`config.mk`:
```
export PLATFORM = sky130hd
export DESIGN_NAME = chassis_power_good_supervisor_unit
export DESIGN_NICKNAME = d
export VERILOG_FILES = /design/src/sv/cpgs_pkg.sv /design/src/sv/cpgs_lane.sv /design/src/sv/cpgs_merge.sv /design/src/sv/chassis_power_good_supervisor_unit.sv
export SDC_FILE = /design/constraint.sdc
export NUM_CORES = 1
export LEC_CHECK = 0
export BUFFER_PORTS_ARGS = -buffer_cell sky130_fd_sc_hd__buf_2
export CAP_MARGIN = 5
export CORE_MARGIN = 2
export CORE_UTILIZATION = 30
export CTS_BUF_LIST = sky130_fd_sc_hd__clkbuf_4
export DETAILED_ROUTE_END_ITERATION = 10
export MAX_ROUTING_LAYER = met4
export PLACE_DENSITY = 0.47
export SYNTH_ARGS = -nofsm -noshare
export SYNTH_HDL_FRONTEND = slang
export SYNTH_SLANG_ARGS = --single-unit
```
`constraint.sdc`:
```
create_clock -name clk -period 4.5 [get_ports clk]
set_clock_uncertainty 0.1 [all_clocks]
set_input_delay 0.45 -clock clk [delete_from_list [all_inputs] [get_ports clk]]
set_output_delay 0.45 -clock clk [all_outputs]
set_load 0.05 [all_outputs]
```
`src/sv/cpgs_pkg.sv`:
```
// Shared types and codes for the chassis power good supervisor.
package cpgs_pkg;

  // Power level codes used for the requested state and the power good level.
  localparam logic [1:0] LVL_UNKNOWN = 2'd0;
  localparam logic [1:0] LVL_OFF     = 2'd1;
  localparam logic [1:0] LVL_ON      = 2'd2;

  // Request rejection codes.
  localparam logic [2:0] RSN_NONE        = 3'd0;
  localparam logic [2:0] RSN_ALREADY     = 3'd1;
  localparam logic [2:0] RSN_ABSENT      = 3'd2;
  localparam logic [2:0] RSN_DISABLED    = 3'd3;
  localparam logic [2:0] RSN_NO_INPUT    = 3'd4;
  localparam logic [2:0] RSN_UNAVAILABLE = 3'd5;
  localparam logic [2:0] RSN_UNKNOWN     = 3'd6;

  // Device drive commands.
  localparam logic [1:0] DRV_NONE = 2'd0;
  localparam logic [1:0] DRV_ON   = 2'd1;
  localparam logic [1:0] DRV_OFF  = 2'd2;

  // Timeout events.
  localparam logic [1:0] TEV_NONE = 2'd0;
  localparam logic [1:0] TEV_ON   = 2'd1;
  localparam logic [1:0] TEV_OFF  = 2'd2;

  // Unexpected status kinds.
  localparam logic [1:0] UST_NONE        = 2'd0;
  localparam logic [1:0] UST_NOT_PRESENT = 2'd1;
  localparam logic [1:0] UST_NO_INPUT    = 2'd2;
  localparam logic [1:0] UST_UNAVAILABLE = 2'd3;

  // Configuration register indexes.
  localparam logic [1:0] REG_TIMEOUT = 2'd0;
  localparam logic [1:0] REG_DELAY   = 2'd1;
  localparam logic [1:0] REG_DEVICES = 2'd2;

  // Width of the device bit fields carried in each request.
  localparam int DevFieldW = 8;

  // Summary of the device lanes handed to the state update.
  typedef struct packed {
    logic all_on;
    logic all_off;
    logic any_off;
  } dev_summary_t;

endpackage

```
`src/sv/cpgs_lane.sv`:
```
// One device lane: classifies a single device's power good reading.
module cpgs_lane #(
  parameter int IDX = 0,
  parameter int CW  = 4
) (
  input  logic [CW-1:0] dev_count,
  input  logic          pg,
  input  logic          ok,
  output logic          in_use,
  output logic          dev_on,
  output logic          dev_off
);
  import cpgs_pkg::*;

  localparam logic [CW-1:0] LaneIdx = CW'(IDX);

  // A device counts only below the configured count and only on a good read.
  assign in_use  = LaneIdx < dev_count;
  assign dev_on  = in_use & ok & pg;
  assign dev_off = in_use & ok & ~pg;

endmodule

```
`src/sv/cpgs_merge.sv`:
```
// Merging stage: combines the device lanes into all-on, all-off and any-off flags.
module cpgs_merge #(
  parameter int N = 8
) (
  input  logic [N-1:0]           in_use,
  input  logic [N-1:0]           dev_on,
  input  logic [N-1:0]           dev_off,
  output cpgs_pkg::dev_summary_t summary
);
  import cpgs_pkg::*;

  // Devices not in use never spoil the all-on or all-off tests.
  assign summary.all_on  = &(dev_on | ~in_use);
  assign summary.all_off = &(dev_off | ~in_use);
  assign summary.any_off = |dev_off;

endmodule

```
`src/sv/chassis_power_good_supervisor_unit.sv`:
```
// Top level of the chassis power good supervisor: request checks, tick monitor, result register.
//
//  Channel  Dir  Handshake                Contents
//  s_axis   in   s_tvalid / s_tready      tuser: kind; tdata: request and device fields
//  m_axis   out  m_tvalid / m_tready      tdata: one result per request or tick
//  cfg      in   cfg_we                   cfg_index, cfg_data: register write
//
// The device lanes, the merge and the state update all sit between the input and the
// result register, so one item enters per clock while the result register is free or draining.
// The result appears in the output register in the cycle after acceptance.
// s_tready is high whenever the result register is empty or is being drained.
// Reset clears the state and loads the register defaults; no clearing pass.
module chassis_power_good_supervisor_unit #(
  parameter int MAX_DEVICES = 8
) (
  input  logic        clk,
  input  logic        rst,
  input  logic        s_tvalid,
  output logic        s_tready,
  // tdata from bit 0: requested_on, present, enabled, available,
  // input_power_good, status_error, device_pgood[7:0], device_read_ok[7:0], zero pad
  input  logic [23:0] s_tdata,
  // tuser: kind
  input  logic        s_tuser,
  output logic        m_tvalid,
  input  logic        m_tready,
  // tdata from bit 0: reject_reason[2:0], reject_logged, drive_cmd[1:0],
  // power_state_out[1:0], power_good_out[1:0], in_transition_out, fault_detected,
  // delayed_fault_log, timeout_event[1:0], unexpected_status[1:0],
  // unexpected_logged, zero pad
  output logic [23:0] m_tdata,
  input  logic        cfg_we,
  input  logic [1:0]  cfg_index,
  input  logic [15:0] cfg_data
);
  import cpgs_pkg::*;

  localparam int CntW = $clog2(MAX_DEVICES + 1);

  // Configuration registers.
  logic [15:0] pgood_timeout_ticks;
  logic [15:0] fault_log_delay_ticks;
  logic [3:0]  devices_in_use;

  // Supervisor state.
  logic [1:0]  state_requested, state_requested_next;
  logic [1:0]  good_level, good_level_next;
  logic        transitioning, transitioning_next;
  logic        fault_pending, fault_pending_next;
  logic        fault_was_logged, fault_was_logged_next;
  logic [15:0] timeout_remaining, timeout_remaining_next;
  logic [15:0] delay_remaining, delay_remaining_next;
  logic [2:0]  reported_status_set, reported_status_set_next;

  // Unpacked input fields.
  logic                 requested_on, present, enabled, available;
  logic                 input_power_good, status_error;
  logic [DevFieldW-1:0] device_pgood, device_read_ok;

  assign requested_on     = s_tdata[0];
  assign present          = s_tdata[1];
  assign enabled          = s_tdata[2];
  assign available        = s_tdata[3];
  assign input_power_good = s_tdata[4];
  assign status_error     = s_tdata[5];
  assign device_pgood     = s_tdata[13:6];
  assign device_read_ok   = s_tdata[21:14];

  // Device count saturates at the number of lanes.
  logic [CntW-1:0] dev_count;
  always_comb begin
    if (32'(devices_in_use) > MAX_DEVICES) begin
      dev_count = CntW'(MAX_DEVICES);
    end else begin
      dev_count = CntW'(devices_in_use);
    end
  end

  // Device lanes; lanes past the device fields always read as failures.
  logic [MAX_DEVICES-1:0] lane_in_use, lane_on, lane_off;
  dev_summary_t           summary;

  for (genvar i = 0; i < MAX_DEVICES; i++) begin : g_lane
    logic pg_bit, ok_bit;
    if (i < DevFieldW) begin : g_field
      assign pg_bit = device_pgood[i];
      assign ok_bit = device_read_ok[i];
    end else begin : g_none
      assign pg_bit = 1'b0;
      assign ok_bit = 1'b0;
    end
    cpgs_lane #(
      .IDX (i),
      .CW  (CntW)
    ) u_lane (
      .dev_count (dev_count),
      .pg        (pg_bit),
      .ok        (ok_bit),
      .in_use    (lane_in_use[i]),
      .dev_on    (lane_on[i]),
      .dev_off   (lane_off[i])
    );
  end

  cpgs_merge #(
    .N (MAX_DEVICES)
  ) u_merge (
    .in_use  (lane_in_use),
    .dev_on  (lane_on),
    .dev_off (lane_off),
    .summary (summary)
  );

  // Handshake: accept while the result register is free or being emptied.
  logic accept;
  assign s_tready = !m_tvalid || m_tready;
  assign accept   = s_tvalid && s_tready;

  // Result fields for the current item.
  logic [2:0] reason;
  logic       rlog;
  logic [1:0] drive;
  logic       fdet, dlog;
  logic [1:0] tev, ustat;
  logic       ulog;

  // State update for one request or one tick.
  always_comb begin
    logic [1:0] want;
    logic [1:0] t;
    logic [2:0] tbit;

    state_requested_next     = state_requested;
    good_level_next          = good_level;
    transitioning_next       = transitioning;
    fault_pending_next       = fault_pending;
    fault_was_logged_next    = fault_was_logged;
    timeout_remaining_next   = timeout_remaining;
    delay_remaining_next     = delay_remaining;
    reported_status_set_next = reported_status_set;
    reason = RSN_NONE;
    rlog   = 1'b0;
    drive  = DRV_NONE;
    fdet   = 1'b0;
    dlog   = 1'b0;
    tev    = TEV_NONE;
    ustat  = UST_NONE;
    ulog   = 1'b0;
    want   = requested_on ? LVL_ON : LVL_OFF;
    t      = UST_NONE;
    tbit   = 3'b000;

    if (s_tuser) begin
      // Request checks in priority order.
      priority if (state_requested != LVL_UNKNOWN && state_requested == want) begin
        reason = RSN_ALREADY;
      end else if (status_error) begin
        reason = RSN_UNKNOWN;
        rlog   = 1'b1;
      end else if (!present) begin
        reason = RSN_ABSENT;
      end else if (!enabled && requested_on) begin
        reason = RSN_DISABLED;
        rlog   = 1'b1;
      end else if (!input_power_good) begin
        reason = RSN_NO_INPUT;
        rlog   = requested_on;
      end else if (!available) begin
        reason = RSN_UNAVAILABLE;
        rlog   = 1'b1;
      end else begin
        state_requested_next   = want;
        transitioning_next     = 1'b1;
        timeout_remaining_next = pgood_timeout_ticks;
        if (requested_on) begin
          fault_pending_next       = 1'b0;
          fault_was_logged_next    = 1'b0;
          delay_remaining_next     = '0;
          reported_status_set_next = '0;
          drive                    = DRV_ON;
        end else begin
          drive = DRV_OFF;
        end
      end
    end else begin
      // Chassis power good from status and the merged device lanes.
      if (!present || !input_power_good) begin
        good_level_next = LVL_OFF;
      end else if (available) begin
        priority if (summary.all_on) begin
          good_level_next = LVL_ON;
        end else if (summary.all_off) begin
          good_level_next = LVL_OFF;
        end else if (!transitioning && summary.any_off) begin
          good_level_next = LVL_OFF;
        end else begin
          // Mixed devices during a transition, or unreadable devices with none read off, leave the level as it was.
          good_level_next = good_level;
        end
      end

      // Infer the requested state when it is still unknown.
      if (state_requested_next == LVL_UNKNOWN && good_level_next != LVL_UNKNOWN) begin
        state_requested_next = good_level_next;
      end

      // A transition ends once power good matches the request.
      if (transitioning_next && state_requested_next != LVL_UNKNOWN &&
          good_level_next != LVL_UNKNOWN && state_requested_next == good_level_next) begin
        transitioning_next = 1'b0;
      end

      // Delayed fault log countdown.
      if (fault_pending_next && !fault_was_logged_next) begin
        if (delay_remaining_next != '0) begin
          delay_remaining_next = delay_remaining_next - 16'd1;
        end
        if (delay_remaining_next == '0) begin
          fault_was_logged_next = 1'b1;
          dlog                  = 1'b1;
        end
      end

      // Transition timeout countdown.
      if (transitioning_next) begin
        if (timeout_remaining_next != '0) begin
          timeout_remaining_next = timeout_remaining_next - 16'd1;
        end
        if (timeout_remaining_next == '0) begin
          transitioning_next = 1'b0;
          if (state_requested_next == LVL_ON) begin
            fault_pending_next    = 1'b1;
            fault_was_logged_next = 1'b1;
            tev                   = TEV_ON;
          end else begin
            tev = TEV_OFF;
          end
        end
      end

      // Power good fault while the chassis should be on.
      if (present && available && input_power_good && !transitioning_next &&
          !fault_pending_next && state_requested_next == LVL_ON &&
          good_level_next == LVL_OFF) begin
        fault_pending_next    = 1'b1;
        fault_was_logged_next = 1'b0;
        delay_remaining_next  = fault_log_delay_ticks;
        fdet                  = 1'b1;
      end

      // Report each unexpected status kind once while on is requested.
      if (state_requested_next == LVL_ON) begin
        priority if (!present) begin
          t    = UST_NOT_PRESENT;
          tbit = 3'b001;
        end else if (!input_power_good) begin
          t    = UST_NO_INPUT;
          tbit = 3'b010;
        end else if (!available) begin
          t    = UST_UNAVAILABLE;
          tbit = 3'b100;
        end else begin
          t    = UST_NONE;
          tbit = 3'b000;
        end
        if (t != UST_NONE && (reported_status_set_next & tbit) == 3'b000) begin
          ustat                    = t;
          ulog                     = transitioning_next;
          reported_status_set_next = reported_status_set_next | tbit;
        end
      end
    end
  end

  // Configuration registers.
  always_ff @(posedge clk) begin
    if (rst) begin
      pgood_timeout_ticks   <= 16'd1000;
      fault_log_delay_ticks <= 16'd100;
      devices_in_use        <= 4'd8;
    end else if (cfg_we) begin
      unique case (cfg_index)
        REG_TIMEOUT: pgood_timeout_ticks   <= cfg_data;
        REG_DELAY:   fault_log_delay_ticks <= cfg_data;
        REG_DEVICES: devices_in_use        <= cfg_data[3:0];
        default: ;
      endcase
    end
  end

  // Supervisor state registers.
  always_ff @(posedge clk) begin
    if (rst) begin
      state_requested     <= LVL_UNKNOWN;
      good_level          <= LVL_UNKNOWN;
      transitioning       <= 1'b0;
      fault_pending       <= 1'b0;
      fault_was_logged    <= 1'b0;
      timeout_remaining   <= '0;
      delay_remaining     <= '0;
      reported_status_set <= '0;
    end else if (accept) begin
      state_requested     <= state_requested_next;
      good_level          <= good_level_next;
      transitioning       <= transitioning_next;
      fault_pending       <= fault_pending_next;
      fault_was_logged    <= fault_was_logged_next;
      timeout_remaining   <= timeout_remaining_next;
      delay_remaining     <= delay_remaining_next;
      reported_status_set <= reported_status_set_next;
    end
  end

  // Result register valid flag.
  always_ff @(posedge clk) begin
    if (rst) begin
      m_tvalid <= 1'b0;
    end else if (accept) begin
      m_tvalid <= 1'b1;
    end else if (m_tready) begin
      m_tvalid <= 1'b0;
    end
  end

  // Result register payload.
  always_ff @(posedge clk) begin
    if (accept) begin
      m_tdata <= {6'd0, ulog, ustat, tev, dlog, fdet, transitioning_next,
                  good_level_next, state_requested_next, drive, rlog, reason};
    end
  end

endmodule

```
==> impl_metrics.csv <==
group,metric,value,unit
placed_design,place_area,5980,um2
grt,grt_usage,17.3,%
synth,ys_seq_elements,97,
min_path,holdPathStages,3,
job,drv_cap,0,
detailed_routing,dr_total_vias,5315,
detailed_routing,drc_errors,0,
sta,fmax,273,MHz
finish,area_growth,11.1,%
sta,setup_violations,0,
detailed_routing,firstDrtPassIters,5,
sta,rsz0062_at_grt,"no",
setup_path,startpoint_type,"register",
setup_path,crit_arrival,3.95,ns
sta,fin_hold_ws,0.0656,ns
finish,layout-drive-gt1-share,15.1,%
detailed_routing,wl_per_cell,16.6,um
cts,insertion_delay,0.50,ns
finish,design_area,6120,um2
die,start_util,30.7,%
power_and_ir_drop,ir_worst_vdd,0.217,mV
sta,worst_slew_pin_slew,1.24,ns
placed_design,placedCellCount,962,
cts,root_buffer,"clkbuf_4",
die,die_y,139,um
setup_path,worstRegToRegCells,10,
die,fp.coreArea,18000,um2
detailed_routing,postRouteAntennaNets,0,
run_status,status,"finished clean",
cts,cts-resized-gates,0,
synth,synth.top_cell.area_share,28.7,%
setup_path,required,4.79,ns
setup_path,cp-end-kind,"register",
setup_path,critPathMaxFanout,14,
die,die_area,19500,um2
sta,finalHoldViolations,0,
min_path,hold_class,"in2reg",
cts,cts_tree,"built",
synth,yosysSeqAreaShare,38.5,%
finish,final_cells,979,
sta,fin_crit,3.66,ns
setup_path,path_class,"reg2reg",
die,std_cell_rows,49,
synth,syn_inst,700,
power_and_ir_drop,p_per_area,281,nW/um2
power_and_ir_drop,p_leak,2.38,nW
placed_design,portBuffers,65,
cts,cts_setup_buffers,0,
grt,grt_start_max_net_pins,55,
grt,grt_pass1_wl,26400,um
synth,synthFlopType,"dfxtp_1",
detailed_routing,wirelength,16200,um
grt,grt_pass1_vias,5059,
sta,period_share,81.4,%
cts,hold_buffers,0,
cts,clk_transition_reported_paths,0.17,ns
synth,ys_types,79,
placed_design,hpwl,11700,um
synth,syn-mean-instance-area,7.87,um2
placed_design,gp_congestion,0.872,
cts,cts_inserted_buffers,9,
finish,fin_nets,796,
grt,grt_antenna_before_repair,1,
synth,synth_area_leaders,"dfxtp_1 29%, edfxtp_1 9.8%, nand2_1 7.6%, a21oi_1 6.3%, nor2_1 5.9%",
die,die_w,139,um
synth,synth-edff-count,18,
grt,gr-total-overflow,0,
detailed_routing,drtIter0Drc,373,
cts,cts_buffer_depth,2,
cts,cts_max_level,3,
synth,yosys_warnings,0,
synth,netlist_area,5510,um2
synth,yosys.area.top_type,"dfxtp_1",
synth,async_flop_share,0,%
die,ios,74,
detailed_routing,via_per_inst,5.43,
cts,clkSinkCount,97,
power_and_ir_drop,power,1.72,mW
sta,maxSlewViolCount,0,
sta,finalSetupTns,0,ns
sta,slew_headroom,17.2,%
## routing by layer
| metal | global-route usage [%] | routed length (um) | vias to the layer above |
|---|---|---|---|
| li1 | - | - | 2630 |
| met1 | 22.0 | 7420 | 2532 |
| met2 | 27.9 | 7730 | 133 |
| met3 | 3.37 | 792 | 20 |
| met4 | 5.26 | 252 | 0 |
| met5 | - | 0 | - |
## kinds of logic (layout without fill, tap and decap cells)
group / after synthesis / after routing / synth area share, %
simple gates: 323 / 323 / 28.1
compound gates: 186 / 186 / 23.0
flops: 97 / 97 / 38.5
buf+inv: 70 / 114 / 6.02
xor+xnor: 10 / 10 / 1.59
mux: 9 / 9 / 1.70
fa+ha+maj: 4 / 4 / 0.909
other cells: 1 / 7 / 0.0681
## path summary, 6_finish.rpt
kind	start	end	slack [ns]
max	devices_in_use[3]$_SDFFE_PP1P_	timeout_remaining[5]$_SDFFE_PP0P_	0.84
min	s_tvalid	m_tvalid$_SDFFE_PP0P_	0.07
max reg2reg	devices_in_use[3]$_SDFFE_PP1P_	timeout_remaining[5]$_SDFFE_PP0P_	0.84
min reg2reg	pgood_timeout_ticks[0]$_SDFFE_PP0P_	pgood_timeout_ticks[0]$_SDFFE_PP0P_	0.37
## worst max-delay path, cell delays in order, from the launching register on
cell      delay, ns
dfxtp_1        0.47
or2_1          0.32
a21o_1         0.16
a222oi_1       0.43
a31oi_1        0.22
o311ai_0       0.39
nand2_1        0.25
o32a_1         0.48
and2_1         0.21
buf_4          0.17
a311o_1        0.35
## placed cells by master (no fill, tap or decap), types with 9 or more instances in the layout
cell,instances
edfxtp_1,18
clkbuf_4,9
a222oi_1,10
o21ai_0,21
nand2_1,112
nand2b_1,12
inv_1,22
buf_2,65
nor3_1,27
dfxtp_1,79
a21oi_1,69
buf_4,11
nand3_1,17
nor2_1,87
## synth_stat cells (8+ instances only)
library cell,number
inv_1,22
nor2_1,87
a211oi_1,8
a222oi_1,10
nor3_1,27
dfxtp_1,79
nand2_1,112
edfxtp_1,18
nand3_1,17
o31ai_1,8
nand2b_1,12
nand4_1,8
a21oi_1,69
nor4_1,8
o32ai_1,8
clkbuf_1,32
o21ai_0,21
## report_power, final
part / internal, mW / switching (mW)
Combinational: 0.0881 / 0.194
Sequential: 0.913 / 0.0203
Clock: 0.174 / 0.329
Total: 1.18 / 0.543
## sequential cells by signal, summed over array words and instances (netlist names)
name and cells:
delay_remaining 16, devices_in_use 4, fault_log_delay_ticks 16, fault_pending 1
fault_was_logged 1, good_level 2, m_tdata 18, m_tvalid 1
pgood_timeout_ticks 16, reported_status_set 3, state_requested 2, timeout_remaining 16
transitioning 1
## final cells by class
cell class	instances	area (um2)
Sequential cell	97	2120
Antenna cell	1	2.50
Inverter	22	82.6
Fill cell	1925	11800
Tap cell	229	287
Timing Repair Buffer	76	408
Multi-Input combinational cell	538	3080
Clock buffer	9	67.6
Clock inverter	7	73.8
## per-stage QoR
stage | setup WS, ns | utilization, %
2_1_floorplan | 1.06 | -
3_3_place_gp | 0.917 | 33.3
3_5_place_dp | 0.887 | 33.3
4_1_cts | 0.850 | 34.1
5_1_grt | 0.638 | 34.1
6_report | 0.839 | 34.1
Power figures use the tool's default switching activity.
